--- src/hw/rtl/sfr_pkg.sv ---
package sfr_pkg;

  localparam int BYTE_W     = 8;
  localparam int LEN_W      = 4;
  localparam int CFG_ADDR_W = 8;
  localparam int CFG_DATA_W = 64;

  // configuration register indexes
  localparam logic [CFG_ADDR_W-1:0] REG_FIND_LEN   = 8'd0;
  localparam logic [CFG_ADDR_W-1:0] REG_FIND_BYTES = 8'd1;
  localparam logic [CFG_ADDR_W-1:0] REG_REPL_LEN   = 8'd2;
  localparam logic [CFG_ADDR_W-1:0] REG_REPL_BYTES = 8'd3;

  typedef enum logic {
    CMD_BYTES,
    CMD_REPL
  } cmd_kind_t;

  // control part of one command between front and back
  typedef struct packed {
    cmd_kind_t kind;
    logic      last;
  } sfr_cmd_t;

endpackage

--- src/hw/rtl/sfr_if.sv ---
interface sfr_in_if;
  logic       valid;
  logic       ready;
  logic [7:0] in_byte;
  logic       in_last;
  modport source (output valid, in_byte, in_last, input ready);
  modport sink (input valid, in_byte, in_last, output ready);
endinterface

interface sfr_out_if;
  logic       valid;
  logic       ready;
  logic [7:0] out_byte;
  logic       out_last;
  modport source (output valid, out_byte, out_last, input ready);
  modport sink (input valid, out_byte, out_last, output ready);
endinterface

interface sfr_cfg_if;
  logic        valid;
  logic        ready;
  logic [7:0]  addr;
  logic [63:0] data;
  modport source (output valid, addr, data, input ready);
  modport sink (input valid, addr, data, output ready);
endinterface

--- src/hw/rtl/stream_find_replace.sv ---
// Streaming find-and-replace: every non-overlapping, leftmost-first occurrence of the
// configured pattern (find_len bytes, 1..MAX_PATTERN) in the byte stream is replaced by
// repl_len replacement bytes; in_last flushes the held bytes and marks the final output
// byte with out_last. The front end takes one byte per cycle into a hold-back window,
// compares it against the pattern and queues at most one command per byte (emit the
// oldest byte, emit the replacement, or flush the window); the back end sends one
// output byte per cycle while out_ready is high. Without matches the block sustains
// one byte in and one out per cycle; a match emits repl_len output bytes and a final
// flush up to find_len, and the input stalls once the two-entry command queue
// fills, so the output port sets the rate. Write configuration only while the block is
// idle; writing find_len discards any bytes held in the window.
module stream_find_replace import sfr_pkg::*; #(
  parameter int MAX_PATTERN     = 8,
  parameter int MAX_REPLACEMENT = 8
) (
  input logic       clk,
  input logic       rst,
  sfr_in_if.sink    in_ch,
  sfr_out_if.source out_ch,
  sfr_cfg_if.sink   cfg
);

  localparam int CW = $clog2(MAX_PATTERN + 1);
  localparam int RW = $clog2(MAX_REPLACEMENT + 1);
  localparam int EW = (CW > RW) ? CW : RW;
  localparam int DW = $bits(sfr_cmd_t) + BYTE_W * MAX_PATTERN + CW;

  logic [LEN_W-1:0]      find_len;
  logic [CFG_DATA_W-1:0] find_bytes;
  logic [LEN_W-1:0]      repl_len;
  logic [CFG_DATA_W-1:0] repl_bytes;

  logic                              cfg_wr;
  logic [CW-1:0]                     flen;
  logic [RW-1:0]                     rlen;
  logic [BYTE_W*MAX_PATTERN-1:0]     find_ext;
  logic [BYTE_W*MAX_REPLACEMENT-1:0] repl_ext;

  logic                          push;
  logic                          q_full;
  sfr_cmd_t                      f_cmd;
  logic [BYTE_W*MAX_PATTERN-1:0] f_bytes;
  logic [CW-1:0]                 f_count;
  logic [CW-1:0]                 held;

  logic                          pop;
  logic                          q_valid;
  logic [DW-1:0]                 q_data;
  sfr_cmd_t                      q_cmd;
  logic [BYTE_W*MAX_PATTERN-1:0] q_bytes;
  logic [CW-1:0]                 q_count;

  assign cfg.ready = 1'b1;
  assign cfg_wr    = cfg.valid && cfg.ready;

  always_ff @(posedge clk) begin
    if (rst) begin
      find_len   <= LEN_W'(1);
      find_bytes <= '0;
      repl_len   <= LEN_W'(1);
      repl_bytes <= '0;
    end else if (cfg_wr) begin
      case (cfg.addr)
        REG_FIND_LEN:   find_len   <= cfg.data[LEN_W-1:0];
        REG_FIND_BYTES: find_bytes <= cfg.data;
        REG_REPL_LEN:   repl_len   <= cfg.data[LEN_W-1:0];
        REG_REPL_BYTES: repl_bytes <= cfg.data;
        default: ;
      endcase
    end
  end

  // zero length acts as one; saturate at the maximum
  always_comb begin
    if (find_len == '0) begin
      flen = CW'(1);
    end else if (32'(find_len) > 32'(MAX_PATTERN)) begin
      flen = CW'(MAX_PATTERN);
    end else begin
      flen = CW'(find_len);
    end
    if (repl_len == '0) begin
      rlen = RW'(1);
    end else if (32'(repl_len) > 32'(MAX_REPLACEMENT)) begin
      rlen = RW'(MAX_REPLACEMENT);
    end else begin
      rlen = RW'(repl_len);
    end
  end

  // bytes beyond the eighth read as zero
  always_comb begin
    for (int i = 0; i < MAX_PATTERN; i++) begin
      find_ext[BYTE_W*i +: BYTE_W] = (i < 8) ? find_bytes[BYTE_W*(i % 8) +: BYTE_W] : '0;
    end
    for (int i = 0; i < MAX_REPLACEMENT; i++) begin
      repl_ext[BYTE_W*i +: BYTE_W] = (i < 8) ? repl_bytes[BYTE_W*(i % 8) +: BYTE_W] : '0;
    end
  end

  sfr_front #(
    .MAX_PATTERN (MAX_PATTERN),
    .CW          (CW)
  ) u_front (
    .clk       (clk),
    .rst       (rst),
    .in_valid  (in_ch.valid),
    .in_byte   (in_ch.in_byte),
    .in_last   (in_ch.in_last),
    .in_ready  (in_ch.ready),
    .clear     (cfg_wr && cfg.addr == REG_FIND_LEN),
    .flen      (flen),
    .find_ext  (find_ext),
    .q_full    (q_full),
    .push      (push),
    .cmd       (f_cmd),
    .cmd_bytes (f_bytes),
    .cmd_count (f_count),
    .held      (held)
  );

  sfr_queue #(
    .DW (DW)
  ) u_queue (
    .clk   (clk),
    .rst   (rst),
    .push  (push),
    .wdata ({f_cmd, f_bytes, f_count}),
    .full  (q_full),
    .pop   (pop),
    .valid (q_valid),
    .rdata (q_data)
  );

  assign {q_cmd, q_bytes, q_count} = q_data;

  sfr_back #(
    .MAX_PATTERN     (MAX_PATTERN),
    .MAX_REPLACEMENT (MAX_REPLACEMENT),
    .CW              (CW),
    .RW              (RW),
    .EW              (EW)
  ) u_back (
    .clk       (clk),
    .rst       (rst),
    .q_valid   (q_valid),
    .q_cmd     (q_cmd),
    .q_bytes   (q_bytes),
    .q_count   (q_count),
    .pop       (pop),
    .rlen      (rlen),
    .repl_ext  (repl_ext),
    .out_valid (out_ch.valid),
    .out_ready (out_ch.ready),
    .out_byte  (out_ch.out_byte),
    .out_last  (out_ch.out_last)
  );

  a_held_below_flen: assert property (@(posedge clk) disable iff (rst)
    held < flen)
    else $error("window holds a full pattern between items");

  a_last_empties_window: assert property (@(posedge clk) disable iff (rst)
    in_ch.valid && in_ch.ready && in_ch.in_last |=> held == '0)
    else $error("window not empty after last item");

  a_byte_cmd_count: assert property (@(posedge clk) disable iff (rst)
    q_valid && q_cmd.kind == CMD_BYTES |-> q_count != '0 && q_count <= flen)
    else $error("queued byte command with bad count");

  a_no_push_when_full: assert property (@(posedge clk) disable iff (rst)
    q_full |-> !push)
    else $error("command pushed into full queue");

endmodule

--- src/hw/rtl/sfr_front.sv ---
module sfr_front import sfr_pkg::*; #(
  parameter int MAX_PATTERN = 8,
  parameter int CW          = 4
) (
  input  logic                          clk,
  input  logic                          rst,
  input  logic                          in_valid,
  input  logic [BYTE_W-1:0]             in_byte,
  input  logic                          in_last,
  output logic                          in_ready,
  input  logic                          clear,
  input  logic [CW-1:0]                 flen,
  input  logic [BYTE_W*MAX_PATTERN-1:0] find_ext,
  input  logic                          q_full,
  output logic                          push,
  output sfr_cmd_t                      cmd,
  output logic [BYTE_W*MAX_PATTERN-1:0] cmd_bytes,
  output logic [CW-1:0]                 cmd_count,
  output logic [CW-1:0]                 held
);

  logic [BYTE_W-1:0] win [MAX_PATTERN];
  logic [CW-1:0]     cnt;

  logic [BYTE_W-1:0] w_new [MAX_PATTERN];
  logic [CW-1:0]     cnt_new;
  logic              full;
  logic              match;
  logic              take;

  always_comb begin
    cnt_new = cnt + CW'(1);
    full    = (cnt_new == flen);
    match   = full;
    for (int i = 0; i < MAX_PATTERN; i++) begin
      w_new[i] = (CW'(i) == cnt) ? in_byte : win[i];
      cmd_bytes[BYTE_W*i +: BYTE_W] = w_new[i];
      if (CW'(i) < flen && w_new[i] != find_ext[BYTE_W*i +: BYTE_W]) begin
        match = 1'b0;
      end
    end
  end

  assign in_ready = !q_full;
  assign take     = in_valid && !q_full;
  assign push     = take && (full || in_last);
  assign held     = cnt;

  always_comb begin
    cmd.last = in_last;
    if (match) begin
      cmd.kind  = CMD_REPL;
      cmd_count = flen;
    end else begin
      cmd.kind = CMD_BYTES;
      // a miss on a full window sends the oldest byte; the last item flushes all
      if (full && !in_last) begin
        cmd_count = CW'(1);
      end else begin
        cmd_count = cnt_new;
      end
    end
  end

  always_ff @(posedge clk) begin
    if (rst) begin
      cnt <= '0;
    end else if (clear) begin
      cnt <= '0;
    end else if (take) begin
      if (in_last || match) begin
        cnt <= '0;
      end else if (full) begin
        cnt <= flen - CW'(1);
      end else begin
        cnt <= cnt_new;
      end
    end
  end

  always_ff @(posedge clk) begin
    if (take) begin
      if (full) begin
        // drop the oldest byte
        for (int i = 0; i < MAX_PATTERN - 1; i++) begin
          win[i] <= w_new[i + 1];
        end
      end else begin
        for (int i = 0; i < MAX_PATTERN; i++) begin
          win[i] <= w_new[i];
        end
      end
    end
  end

endmodule

--- src/hw/rtl/sfr_queue.sv ---
module sfr_queue #(
  parameter int DW = 8
) (
  input  logic          clk,
  input  logic          rst,
  input  logic          push,
  input  logic [DW-1:0] wdata,
  output logic          full,
  input  logic          pop,
  output logic          valid,
  output logic [DW-1:0] rdata
);

  logic [DW-1:0] mem [2];
  logic          wr_ptr;
  logic          rd_ptr;
  logic [1:0]    fill;

  assign full  = (fill == 2'd2);
  assign valid = (fill != 2'd0);
  assign rdata = mem[rd_ptr];

  always_ff @(posedge clk) begin
    if (push) begin
      mem[wr_ptr] <= wdata;
    end
  end

  always_ff @(posedge clk) begin
    if (rst) begin
      wr_ptr <= 1'b0;
      rd_ptr <= 1'b0;
      fill   <= 2'd0;
    end else begin
      if (push) begin
        wr_ptr <= !wr_ptr;
      end
      if (pop) begin
        rd_ptr <= !rd_ptr;
      end
      if (push && !pop) begin
        fill <= fill + 2'd1;
      end else if (pop && !push) begin
        fill <= fill - 2'd1;
      end
    end
  end

endmodule

--- src/hw/rtl/sfr_back.sv ---
module sfr_back import sfr_pkg::*; #(
  parameter int MAX_PATTERN     = 8,
  parameter int MAX_REPLACEMENT = 8,
  parameter int CW              = 4,
  parameter int RW              = 4,
  parameter int EW              = 4
) (
  input  logic                              clk,
  input  logic                              rst,
  input  logic                              q_valid,
  input  sfr_cmd_t                          q_cmd,
  input  logic [BYTE_W*MAX_PATTERN-1:0]     q_bytes,
  input  logic [CW-1:0]                     q_count,
  output logic                              pop,
  input  logic [RW-1:0]                     rlen,
  input  logic [BYTE_W*MAX_REPLACEMENT-1:0] repl_ext,
  output logic                              out_valid,
  input  logic                              out_ready,
  output logic [BYTE_W-1:0]                 out_byte,
  output logic                              out_last
);

  logic                          cur_valid;
  sfr_cmd_t                      cur_cmd;
  logic [BYTE_W*MAX_PATTERN-1:0] cur_bytes;
  logic [CW-1:0]                 cur_count;
  logic [EW-1:0]                 idx;

  logic [EW-1:0] end_idx;
  logic          at_end;
  logic          done;

  assign end_idx = (cur_cmd.kind == CMD_REPL) ? EW'(rlen) : EW'(cur_count);
  assign at_end  = (idx == end_idx - EW'(1));
  assign done    = cur_valid && out_ready && at_end;
  assign pop     = q_valid && (!cur_valid || done);

  assign out_valid = cur_valid;
  assign out_last  = cur_cmd.last && at_end;

  always_comb begin
    out_byte = '0;
    if (cur_cmd.kind == CMD_REPL) begin
      for (int i = 0; i < MAX_REPLACEMENT; i++) begin
        if (EW'(i) == idx) begin
          out_byte = repl_ext[BYTE_W*i +: BYTE_W];
        end
      end
    end else begin
      for (int i = 0; i < MAX_PATTERN; i++) begin
        if (EW'(i) == idx) begin
          out_byte = cur_bytes[BYTE_W*i +: BYTE_W];
        end
      end
    end
  end

  always_ff @(posedge clk) begin
    if (rst) begin
      cur_valid <= 1'b0;
      cur_cmd   <= '{kind: CMD_BYTES, last: 1'b0};
      idx       <= '0;
    end else if (pop) begin
      cur_valid <= 1'b1;
      cur_cmd   <= q_cmd;
      idx       <= '0;
    end else if (done) begin
      cur_valid <= 1'b0;
    end else if (cur_valid && out_ready) begin
      idx <= idx + EW'(1);
    end
  end

  always_ff @(posedge clk) begin
    if (pop) begin
      cur_bytes <= q_bytes;
      cur_count <= q_count;
    end
  end

endmodule

--- src/flat_wrapper.sv ---
// flat-port wrapper written by rule: the top's interface ports become plain ports
module stream_find_replace_flat import sfr_pkg::*;
#(
  parameter int MAX_PATTERN     = 8,
  parameter int MAX_REPLACEMENT = 8
)
  (clk, rst, in_ch_valid, in_ch_in_byte, in_ch_in_last, in_ch_ready, out_ch_valid, out_ch_out_byte, out_ch_out_last, out_ch_ready, cfg_valid, cfg_addr, cfg_data, cfg_ready);
  sfr_in_if in_ch_i ();
  sfr_out_if out_ch_i ();
  sfr_cfg_if cfg_i ();
  input logic clk;
  input logic rst;
  input wire logic [$bits(in_ch_i.valid)-1:0] in_ch_valid;
  input wire logic [$bits(in_ch_i.in_byte)-1:0] in_ch_in_byte;
  input wire logic [$bits(in_ch_i.in_last)-1:0] in_ch_in_last;
  output wire logic [$bits(in_ch_i.ready)-1:0] in_ch_ready;
  output wire logic [$bits(out_ch_i.valid)-1:0] out_ch_valid;
  output wire logic [$bits(out_ch_i.out_byte)-1:0] out_ch_out_byte;
  output wire logic [$bits(out_ch_i.out_last)-1:0] out_ch_out_last;
  input wire logic [$bits(out_ch_i.ready)-1:0] out_ch_ready;
  input wire logic [$bits(cfg_i.valid)-1:0] cfg_valid;
  input wire logic [$bits(cfg_i.addr)-1:0] cfg_addr;
  input wire logic [$bits(cfg_i.data)-1:0] cfg_data;
  output wire logic [$bits(cfg_i.ready)-1:0] cfg_ready;
  assign in_ch_i.valid = in_ch_valid;
  assign in_ch_i.in_byte = in_ch_in_byte;
  assign in_ch_i.in_last = in_ch_in_last;
  assign in_ch_ready = in_ch_i.ready;
  assign out_ch_valid = out_ch_i.valid;
  assign out_ch_out_byte = out_ch_i.out_byte;
  assign out_ch_out_last = out_ch_i.out_last;
  assign out_ch_i.ready = out_ch_ready;
  assign cfg_i.valid = cfg_valid;
  assign cfg_i.addr = cfg_addr;
  assign cfg_i.data = cfg_data;
  assign cfg_ready = cfg_i.ready;
  stream_find_replace #(.MAX_PATTERN(MAX_PATTERN), .MAX_REPLACEMENT(MAX_REPLACEMENT)) u_core (.clk(clk), .rst(rst), .in_ch(in_ch_i), .out_ch(out_ch_i), .cfg(cfg_i));
endmodule
--- config.mk ---
export PLATFORM = sky130hd
export DESIGN_NAME = stream_find_replace_flat
export DESIGN_NICKNAME = d
export VERILOG_FILES = /design/src/hw/rtl/sfr_pkg.sv /design/src/hw/rtl/sfr_if.sv /design/src/hw/rtl/stream_find_replace.sv /design/src/hw/rtl/sfr_front.sv /design/src/hw/rtl/sfr_queue.sv /design/src/hw/rtl/sfr_back.sv /design/src/flat_wrapper.sv
export SDC_FILE = /design/constraint.sdc
export NUM_CORES = 1
export LEC_CHECK = 0
export BUFFER_PORTS_ARGS = -buffer_cell sky130_fd_sc_hd__buf_2
export CORE_AREA = 4 4 229 343
export DETAILED_ROUTE_END_ITERATION = 10
export DIE_AREA = 0 0 233 347
export PLACE_DENSITY_LB_ADDON = 0.15
export REMOVE_ABC_BUFFERS = 1
export SYNTH_ARGS = -nofsm -noshare
export SYNTH_HDL_FRONTEND = slang
export SYNTH_SLANG_ARGS = --single-unit
--- constraint.sdc ---
create_clock -name clk -period 9.15 [get_ports clk]
set_input_delay 1.3725 -clock clk [delete_from_list [all_inputs] [get_ports clk]]
set_output_delay 1.3725 -clock clk [all_outputs]
set_load 0.005 [all_outputs]
==> results of run 1 <==
## path summary, 6_finish.rpt
kind / from / endpoint / slack, ns
min: u_core.repl_bytes[4] / u_core.repl_bytes[4] / 0.45
max reg2reg: u_core.u_front.held[0] / u_core.u_front.win[1][15] / 4.51
min reg2reg: u_core.repl_bytes[4] / u_core.repl_bytes[4] / 0.45
max: u_core.u_back.idx[0] / out_ch_out_byte[2] / 4.21
## kinds of logic after synthesis
group | after synthesis | share of synthesized area
flops | 424 | 0.597
simple gates | 502 | 0.114
fa+ha+maj | 14 | 0.00932
buf+inv | 226 | 0.0473
mux | 141 | 0.0852
other cells | 1 | 0.000200
compound gates | 399 | 0.125
xor+xnor | 48 | 0.0224
## tightest hold or removal path, cell delays in order (launching register included)
cell and delay (ns):
sky130_fd_sc_hd__dfxtp_1 0.31, sky130_fd_sc_hd__nand2_1 0.05, sky130_fd_sc_hd__a21oi_1 0.05
## metal layers
metal  up-vias  global-route usage
li1       6294                   -
met1      6617               0.177
met2       238               0.294
met3        75              0.0187
met4         0              0.0450
met5         -                   0
## stage by stage
| stage | worst slack [ns] | instances | cell area [um2] |
|---|---|---|---|
| after global routing | 4.03 | 2854 | 21700 |
| after floorplan | 2.14 | 1648 | 18400 |
| after global placement | 4.19 | 2772 | 20300 |
| after detailed placement | 4.16 | 2772 | 20300 |
| final | 4.21 | 2855 | 21700 |
| after CTS | 4.14 | 2854 | 21700 |
## registers in the layout, summed over array words and instances, names as in the netlist, 2 cells and up, named ones only
| register | count |
|---|---|
| u_core.find_bytes | 64 |
| u_core.find_len | 4 |
| u_core.repl_bytes | 64 |
| u_core.repl_len | 4 |
| u_core.u_back.cur_bytes | 64 |
| u_core.u_back.cur_cmd | 2 |
| u_core.u_back.cur_count | 4 |
| u_core.u_back.idx | 4 |
| u_core.u_front.held | 4 |
| u_core.u_front.win | 64 |
| u_core.u_queue.fill | 2 |
| u_core.u_queue.mem | 140 |
## final cells by class
| class | instances | area [um2] | share of cell area |
|---|---|---|---|
| Antenna cell | 1 | 2.50 | 0.000115 |
| Clock buffer | 68 | 1280 | 0.0593 |
| Clock inverter | 14 | 77.6 | 0.00358 |
| Inverter | 119 | 447 | 0.0206 |
| Multi-Input combinational cell | 1105 | 6760 | 0.312 |
| Sequential cell | 424 | 11200 | 0.517 |
| Tap cell | 1008 | 1260 | 0.0582 |
| Timing Repair Buffer | 116 | 633 | 0.0292 |
## cell usage in the layout (no fill, tap or decap), types with 4 or more instances in the layout
cell type	n
sky130_fd_sc_hd__xnor2_1	28
sky130_fd_sc_hd__mux4_2	8
sky130_fd_sc_hd__clkinv_2	6
sky130_fd_sc_hd__a21oi_1	245
sky130_fd_sc_hd__xor2_1	20
sky130_fd_sc_hd__nand3_1	7
sky130_fd_sc_hd__nor3_1	16
sky130_fd_sc_hd__mux2_2	70
sky130_fd_sc_hd__nor2_1	133
sky130_fd_sc_hd__buf_4	21
sky130_fd_sc_hd__buf_2	95
sky130_fd_sc_hd__a22oi_1	37
sky130_fd_sc_hd__dfxtp_1	151
sky130_fd_sc_hd__and2_1	4
sky130_fd_sc_hd__o21ai_0	23
sky130_fd_sc_hd__ha_1	14
sky130_fd_sc_hd__nand2_1	278
sky130_fd_sc_hd__a221oi_1	7
sky130_fd_sc_hd__a31oi_1	5
sky130_fd_sc_hd__clkbuf_1	18
sky130_fd_sc_hd__o32ai_1	4
sky130_fd_sc_hd__clkinv_1	7
sky130_fd_sc_hd__nand3b_1	8
sky130_fd_sc_hd__o22ai_1	29
sky130_fd_sc_hd__nor2b_1	11
sky130_fd_sc_hd__or2_2	8
sky130_fd_sc_hd__clkbuf_16	47
sky130_fd_sc_hd__o221ai_1	4
sky130_fd_sc_hd__mux2i_1	62
sky130_fd_sc_hd__inv_1	116
sky130_fd_sc_hd__edfxtp_1	272
sky130_fd_sc_hd__o211ai_1	16
## power groups by stage
| stage | clock, mW | combinational [mW] | sequential [mW] |
|---|---|---|---|
| 2_1_floorplan | 0 | 0.620 | 2.67 |
| 6_report | 1.74 | 1.04 | 2.63 |
| 4_1_cts | 1.81 | 1.08 | 2.64 |
| 3_5_place_dp | 0 | 1.07 | 2.68 |
| 5_1_grt | 1.88 | 1.14 | 2.67 |
| 3_3_place_gp | 0 | 1.07 | 2.67 |
==> results.json, run 1 <==
{
  "outcome": "completed",
  "worst-r2r-cell-count": 12,
  "crit_path_top_delay_cell": "sky130_fd_sc_hd__mux4_2",
  "p_seq_frac": 0.486,
  "setup-violations-final": 0,
  "critPathBufInv": 3,
  "ys_seq_elements": 424,
  "clock_tree_from_tritoncts": "built",
  "drive_above_1_share": 0.155,
  "wl_per_cell_um": 22.1,
  "path_cells": "inv_1, ha_1, nor4b_2, buf_4, a22oi_1, nor2_1, a21oi_1, o211ai_1, o21ai_0, a21oi_1, mux4_2, buf_2",
  "power.switching_fraction": 0.290,
  "first_pass_detailed_route_iteration_total": 5,
  "path_depth": 12,
  "die_h_um": 347,
  "synth.cell_area_mm2": 0.0188,
  "path_delay_family": "compound AO/OA/AOI/OAI gates",
  "worst_path_most_repeated_cell": "sky130_fd_sc_hd__a21oi_1",
  "yosys.cell_count.top_type": "sky130_fd_sc_hd__nand2_1",
  "final.setup_skew_ns": 0.0207,
  "fp.dieW_um": 233,
  "wirelength_met1_um": 25200,
  "cellPowerDensity_mw_per_mm2": 250,
  "antenna_found_initial": 2,
  "setup.worst_path.start_class": "flip-flop",
  "grt_usage": 0.154,
  "cts.htree.levels": 2,
  "detail_route.drc_violations": 0,
  "syn_inst": 1755,
  "post-synth-top-area-fraction": 0.435,
  "initialDrtViolationCount": 770,
  "resized_after_cts": 0,
  "worstPathArrival_ns": 3.57,
  "hpwlAfterDp_um": 43500,
  "antenna_left": 0,
  "gr-total-overflow": 0,
  "ir_worst_vdd_v": 0.000118,
  "amount_of_wire_on_met3_after_detailed_routing_um": 1750,
  "final_min_period_over_clock_period": 0.540,
  "fin_tns_setup_ns": 0,
  "timing_worst_slew_pin_value_ns": 1.07,
  "clock_power_share": 0.322,
  "syn2layout_area_growth_pct": 15.4,
  "rd_place_congestion": 0.848,
  "timing.setup.critical_path_class": "flip-flop to output pin",
  "unrepaired_setup_endpoints_after_global_routing": "false",
  "clock.fmax_mhz": 202,
  "async_set_or_reset_flop_fraction_in_the_synthesized_netlist": 0,
  "initial_cell_density_of_the_core": 0.248,
  "path_max_fanout": 16,
  "layout.core_utilization": 0.286,
  "via_per_inst": 4.63,
  "share_comb_of_total_power": 0.192,
  "die_area_mm2": 0.0809,
  "worst_hold_slack_ns": 0.454,
  "worstHoldPathType": "flip-flop to flip-flop",
  "clk_pin_slew_worst_setup_hold_paths_ns": 0.06,
  "netlist.top_cell.by_area": "sky130_fd_sc_hd__edfxtp_1",
  "via_count_of_the_first_global_routing_pass": 13700,
  "core.rowCount": 124,
  "detailroute.wirelength.met2_um": 34500,
  "core_mm2": 0.0757,
  "cts_buffers": 44,
  "timing_hold_violations_final": 0,
  "cellInternalPower_mw": 3.84,
  "grt_pass1_wl_um": 91700,
  "crit_path_end_kind": "output pin",
  "place.port_buffers": 96,
  "wl_um": 63200,
  "cts.sinks": 424,
  "max-clock-path-buffers": 3,
  "netSwitchingPower_mw": 1.57,
  "clkLatencyLatePin_ns": 0.58,
  "highest-signal-layer": "met4",
  "synth-warning-count": 0,
  "worst_path_largest_cell_delay_ns": 0.55,
  "synth.lib_cells_used.distinct": 66,
  "critPathRequiredTime_ns": 7.78,
  "worst_hold_path.num_cells": 2,
  "buffer_cell_driving_the_clock_tree_root": "sky130_fd_sc_hd__clkbuf_16",
  "slew-limit-headroom": 0.280,
  "power_mw": 5.42,
  "most_instantiated_cells_after_synthesis": "sky130_fd_sc_hd__nand2_1, sky130_fd_sc_hd__edfxtp_1, sky130_fd_sc_hd__a21oi_1",
  "synth_top_cells_by_area": "sky130_fd_sc_hd__edfxtp_1, sky130_fd_sc_hd__dfxtp_1, sky130_fd_sc_hd__a21oi_1",
  "total_leakage_power_nw": 7.56,
  "cap_violations": 0,
  "vias": 13200,
  "yosys_most_used_dff": "sky130_fd_sc_hd__edfxtp_1",
  "synth_enable_flop_cells": 272,
  "post_cts.repair.setup_buffers": 0,
  "syn_area_per_cell_um2": 10.7,
  "num-fill-cells": 8087,
  "cts-hold-fix-buffers": 0,
  "number_of_placed_i_o_pins": 98,
  "synth.yosys.seq_area_share": 0.597,
  "grt_start_max_net_pins": 71,
  "final-max-slew-violation-count": 0,
  "num-nets-final": 1910,
  "final_worst_path_period_need_ns": 4.94
}
Note: power is estimated with default switching activity, not from simulation.
==> run 2, diff against run 1 <==
- ABC_AREA: unset -> 1
- CORE_AREA: 4 4 229 343 -> 4 4 232 348
- DIE_AREA: 0 0 233 347 -> 0 0 236 352
- clock period: 9.15 -> 4.7 ns (I/O delays scaled with it)
==> results.json, run 2 <==
{
  "critPathBufInv": 4,
  "outcome": "completed",
  "syn_inst": 2102,
  "timing_hold_violations_final": 0,
  "crit_path_top_delay_cell": "sky130_fd_sc_hd__o21ai_1",
  "buffer_cell_driving_the_clock_tree_root": "sky130_fd_sc_hd__clkbuf_16",
  "share_comb_of_total_power": 0.209,
  "gr-total-overflow": 0,
  "synth_enable_flop_cells": 272,
  "synth.cell_area_mm2": 0.0193,
  "setup-violations-final": 0,
  "clock_power_share": 0.310,
  "syn2layout_area_growth_pct": 15.6,
  "die_h_um": 352,
  "synth.yosys.seq_area_share": 0.580,
  "total_leakage_power_nw": 8.58,
  "netSwitchingPower_mw": 3.30,
  "antenna_found_initial": 1,
  "final_worst_path_period_need_ns": 4.40,
  "vias": 15100,
  "fin_tns_setup_ns": 0,
  "initial_cell_density_of_the_core": 0.250,
  "max-clock-path-buffers": 3,
  "num-nets-final": 2290,
  "core.rowCount": 125,
  "critPathRequiredTime_ns": 3.99,
  "ir_worst_vdd_v": 0.000253,
  "worst_path_largest_cell_delay_ns": 0.64,
  "final.setup_skew_ns": 0.0176,
  "hpwlAfterDp_um": 52100,
  "worstHoldPathType": "input port to flip-flop",
  "crit_path_end_kind": "output pin",
  "final-max-slew-violation-count": 0,
  "p_seq_frac": 0.481,
  "ff2ff_setup_slack_ns": 0.88,
  "syn_area_per_cell_um2": 9.19,
  "yosys_most_used_dff": "sky130_fd_sc_hd__edfxtp_1",
  "grt_pass1_wl_um": 105000,
  "yosys.cell_count.top_type": "sky130_fd_sc_hd__nand2_1",
  "core_mm2": 0.0774,
  "most_instantiated_cells_after_synthesis": "sky130_fd_sc_hd__nand2_1, sky130_fd_sc_hd__edfxtp_1, sky130_fd_sc_hd__nor2_1",
  "path_delay_family": "simple AND/OR/NAND/NOR gates",
  "path_depth": 11,
  "timing.setup.critical_path_class": "flip-flop to output pin",
  "die_area_mm2": 0.0831,
  "cap_violations": 0,
  "timing_worst_slew_pin_value_ns": 1.05,
  "dpl_cell_area_mm2": 0.0210,
  "first_pass_detailed_route_iteration_total": 5,
  "ys_seq_elements": 424,
  "setup.worst_path.start_class": "flip-flop",
  "cts_buffers": 44,
  "wl_per_cell_um": 22.5,
  "clk_pin_slew_worst_setup_hold_paths_ns": 0.06,
  "path_max_fanout": 12,
  "path_cells": "ha_1, inv_1, nor2_2, clkinvlp_4, o21ai_1, nand2_1, o211ai_1, nand3_1, nand2_1, inv_1, buf_2",
  "antenna_left": 0,
  "clkLatencyLatePin_ns": 0.59,
  "final_cell_mix": "sky130_fd_sc_hd__nand2_1, sky130_fd_sc_hd__edfxtp_1, sky130_fd_sc_hd__nor2_1",
  "async_set_or_reset_flop_fraction_in_the_synthesized_netlist": 0,
  "worst-r2r-cell-count": 18,
  "cts.sinks": 424,
  "netlist.top_cell.by_area": "sky130_fd_sc_hd__edfxtp_1",
  "via_count_of_the_first_global_routing_pass": 15100,
  "power.switching_fraction": 0.309,
  "worst_hold_path.num_cells": 2,
  "fin_cells": 3240,
  "place.port_buffers": 96,
  "largest_register_ffs": 140,
  "via_per_inst": 4.67,
  "clock_tree_from_tritoncts": "built",
  "final_min_period_over_clock_period": 0.937,
  "grt_start_max_net_pins": 74,
  "grt_usage": 0.170,
  "slew-limit-headroom": 0.300,
  "layout_commonest_cell": "sky130_fd_sc_hd__nand2_1",
  "post-place-cells": 3159,
  "rd_place_congestion": 0.830,
  "synth_top_cells_by_area": "sky130_fd_sc_hd__edfxtp_1, sky130_fd_sc_hd__dfxtp_1, sky130_fd_sc_hd__nand2_1",
  "post-synth-top-area-fraction": 0.423,
  "clock.fmax_mhz": 227,
  "registers.top_by_ff_count": "u_core.u_queue.mem",
  "synth-warning-count": 0,
  "wl_um": 73000,
  "worstPathArrival_ns": 3.70,
  "cellPowerDensity_mw_per_mm2": 478,
  "cellInternalPower_mw": 7.38,
  "detail_route.drc_violations": 0,
  "cts.htree.levels": 2,
  "drive_above_1_share": 0.142,
  "number_of_placed_i_o_pins": 98,
  "initialDrtViolationCount": 1023,
  "unrepaired_setup_endpoints_after_global_routing": "false",
  "synth.lib_cells_used.distinct": 42,
  "fp.dieW_um": 236,
  "postLayoutCellArea_mm2": 0.0223
}
run 2: cell types whose count changed after synthesis, moves of 37 or more:
| cell | delta |
|---|---|
| sky130_fd_sc_hd__nand3_1 | +126 |
| sky130_fd_sc_hd__nor2_1 | +106 |
| sky130_fd_sc_hd__a22oi_1 | -37 |
| sky130_fd_sc_hd__a21oi_1 | -184 |
| sky130_fd_sc_hd__inv_1 | +44 |
| sky130_fd_sc_hd__o21ai_0 | +190 |
| sky130_fd_sc_hd__mux2i_1 | -62 |
| sky130_fd_sc_hd__nand2_1 | +245 |
run 2: worst paths after layout:
| path | start | to |
|---|---|---|
| worst max-delay path | u_core.u_back.idx[0] | out_ch_out_byte[4] |
| worst min register to register | u_core.find_bytes[3] | u_core.find_bytes[3] |
| worst max register to register | u_core.u_front.held[0] | u_core.u_queue.mem[0][2] |
| worst min-delay path | rst | u_core.u_back.cur_cmd[1] |
run 2: what timing repair did:
action | CTS | global route
setup endpoints to repair | 1 | 0
gates resized for setup | 3 | 0
hold buffers | 0 | 0
setup buffers | 0 | 0
run 2: area by class of cell:
class / count / area [um2]
Clock buffer: 62 / 1220
Timing Repair Buffer: 140 / 861
Tap cell: 1016 / 1270
Clock inverter: 17 / 71.3
Inverter: 169 / 641
Timing Repair inverter: 1 / 5.00
Sequential cell: 424 / 11200
Fill cell: 8226 / 55100
Antenna cell: 1 / 2.50
Multi-Input combinational cell: 1410 / 7050
run 2: power by group through the flow:
stage / registers [mW] / clock network (mW) / logic [mW]
after floorplan: 5.12 / 0 / 1.30
after global placement: 5.22 / 0 / 2.27
after detailed placement: 5.22 / 0 / 2.28
after CTS: 5.15 / 3.42 / 2.29
after global routing: 5.19 / 3.55 / 2.46
final: 5.14 / 3.32 / 2.23
run 2: per-stage QoR:
step / power [mW] / setup slack (ns) / utilization / hold slack [ns]
2_1_floorplan: 6.43 / -1.22 / - / 0.430
3_3_place_gp: 7.49 / 0.302 / 0.272 / 0.455
3_5_place_dp: 7.50 / 0.370 / 0.272 / 0.462
4_1_cts: 10.9 / 0.274 / 0.289 / 0.329
5_1_grt: 11.2 / 0.136 / 0.289 / 0.358
6_report: 10.7 / 0.297 / 0.289 / 0.383
run 2: kinds of logic (layout without fill, tap and decap cells):
| family | count (synthesis) | in the layout | share of synthesized area |
|---|---|---|---|
| flip-flops | 424 | 424 | 0.580 |
| adder cells (fa/ha/maj) | 14 | 14 | 0.00907 |
| other | 1 | 2 | 0.000194 |
| AND/OR/NAND/NOR | 950 | 950 | 0.203 |
| multiplexers | 70 | 70 | 0.0408 |
| buffers and inverters | 268 | 389 | 0.0564 |
| XOR/XNOR | 25 | 25 | 0.0113 |
| AO/OA/AOI/OAI | 350 | 350 | 0.0989 |
run 2: per-layer routing:
layer,wire length [um],share of wire,global-route usage,vias up
met2,38600,0.53,0.322,391
met5,7,0.000096,0,-
met4,2980,0.041,0.0688,2
met3,2730,0.037,0.0206,98
li1,-,-,-,7247
met1,28600,0.39,0.193,7397
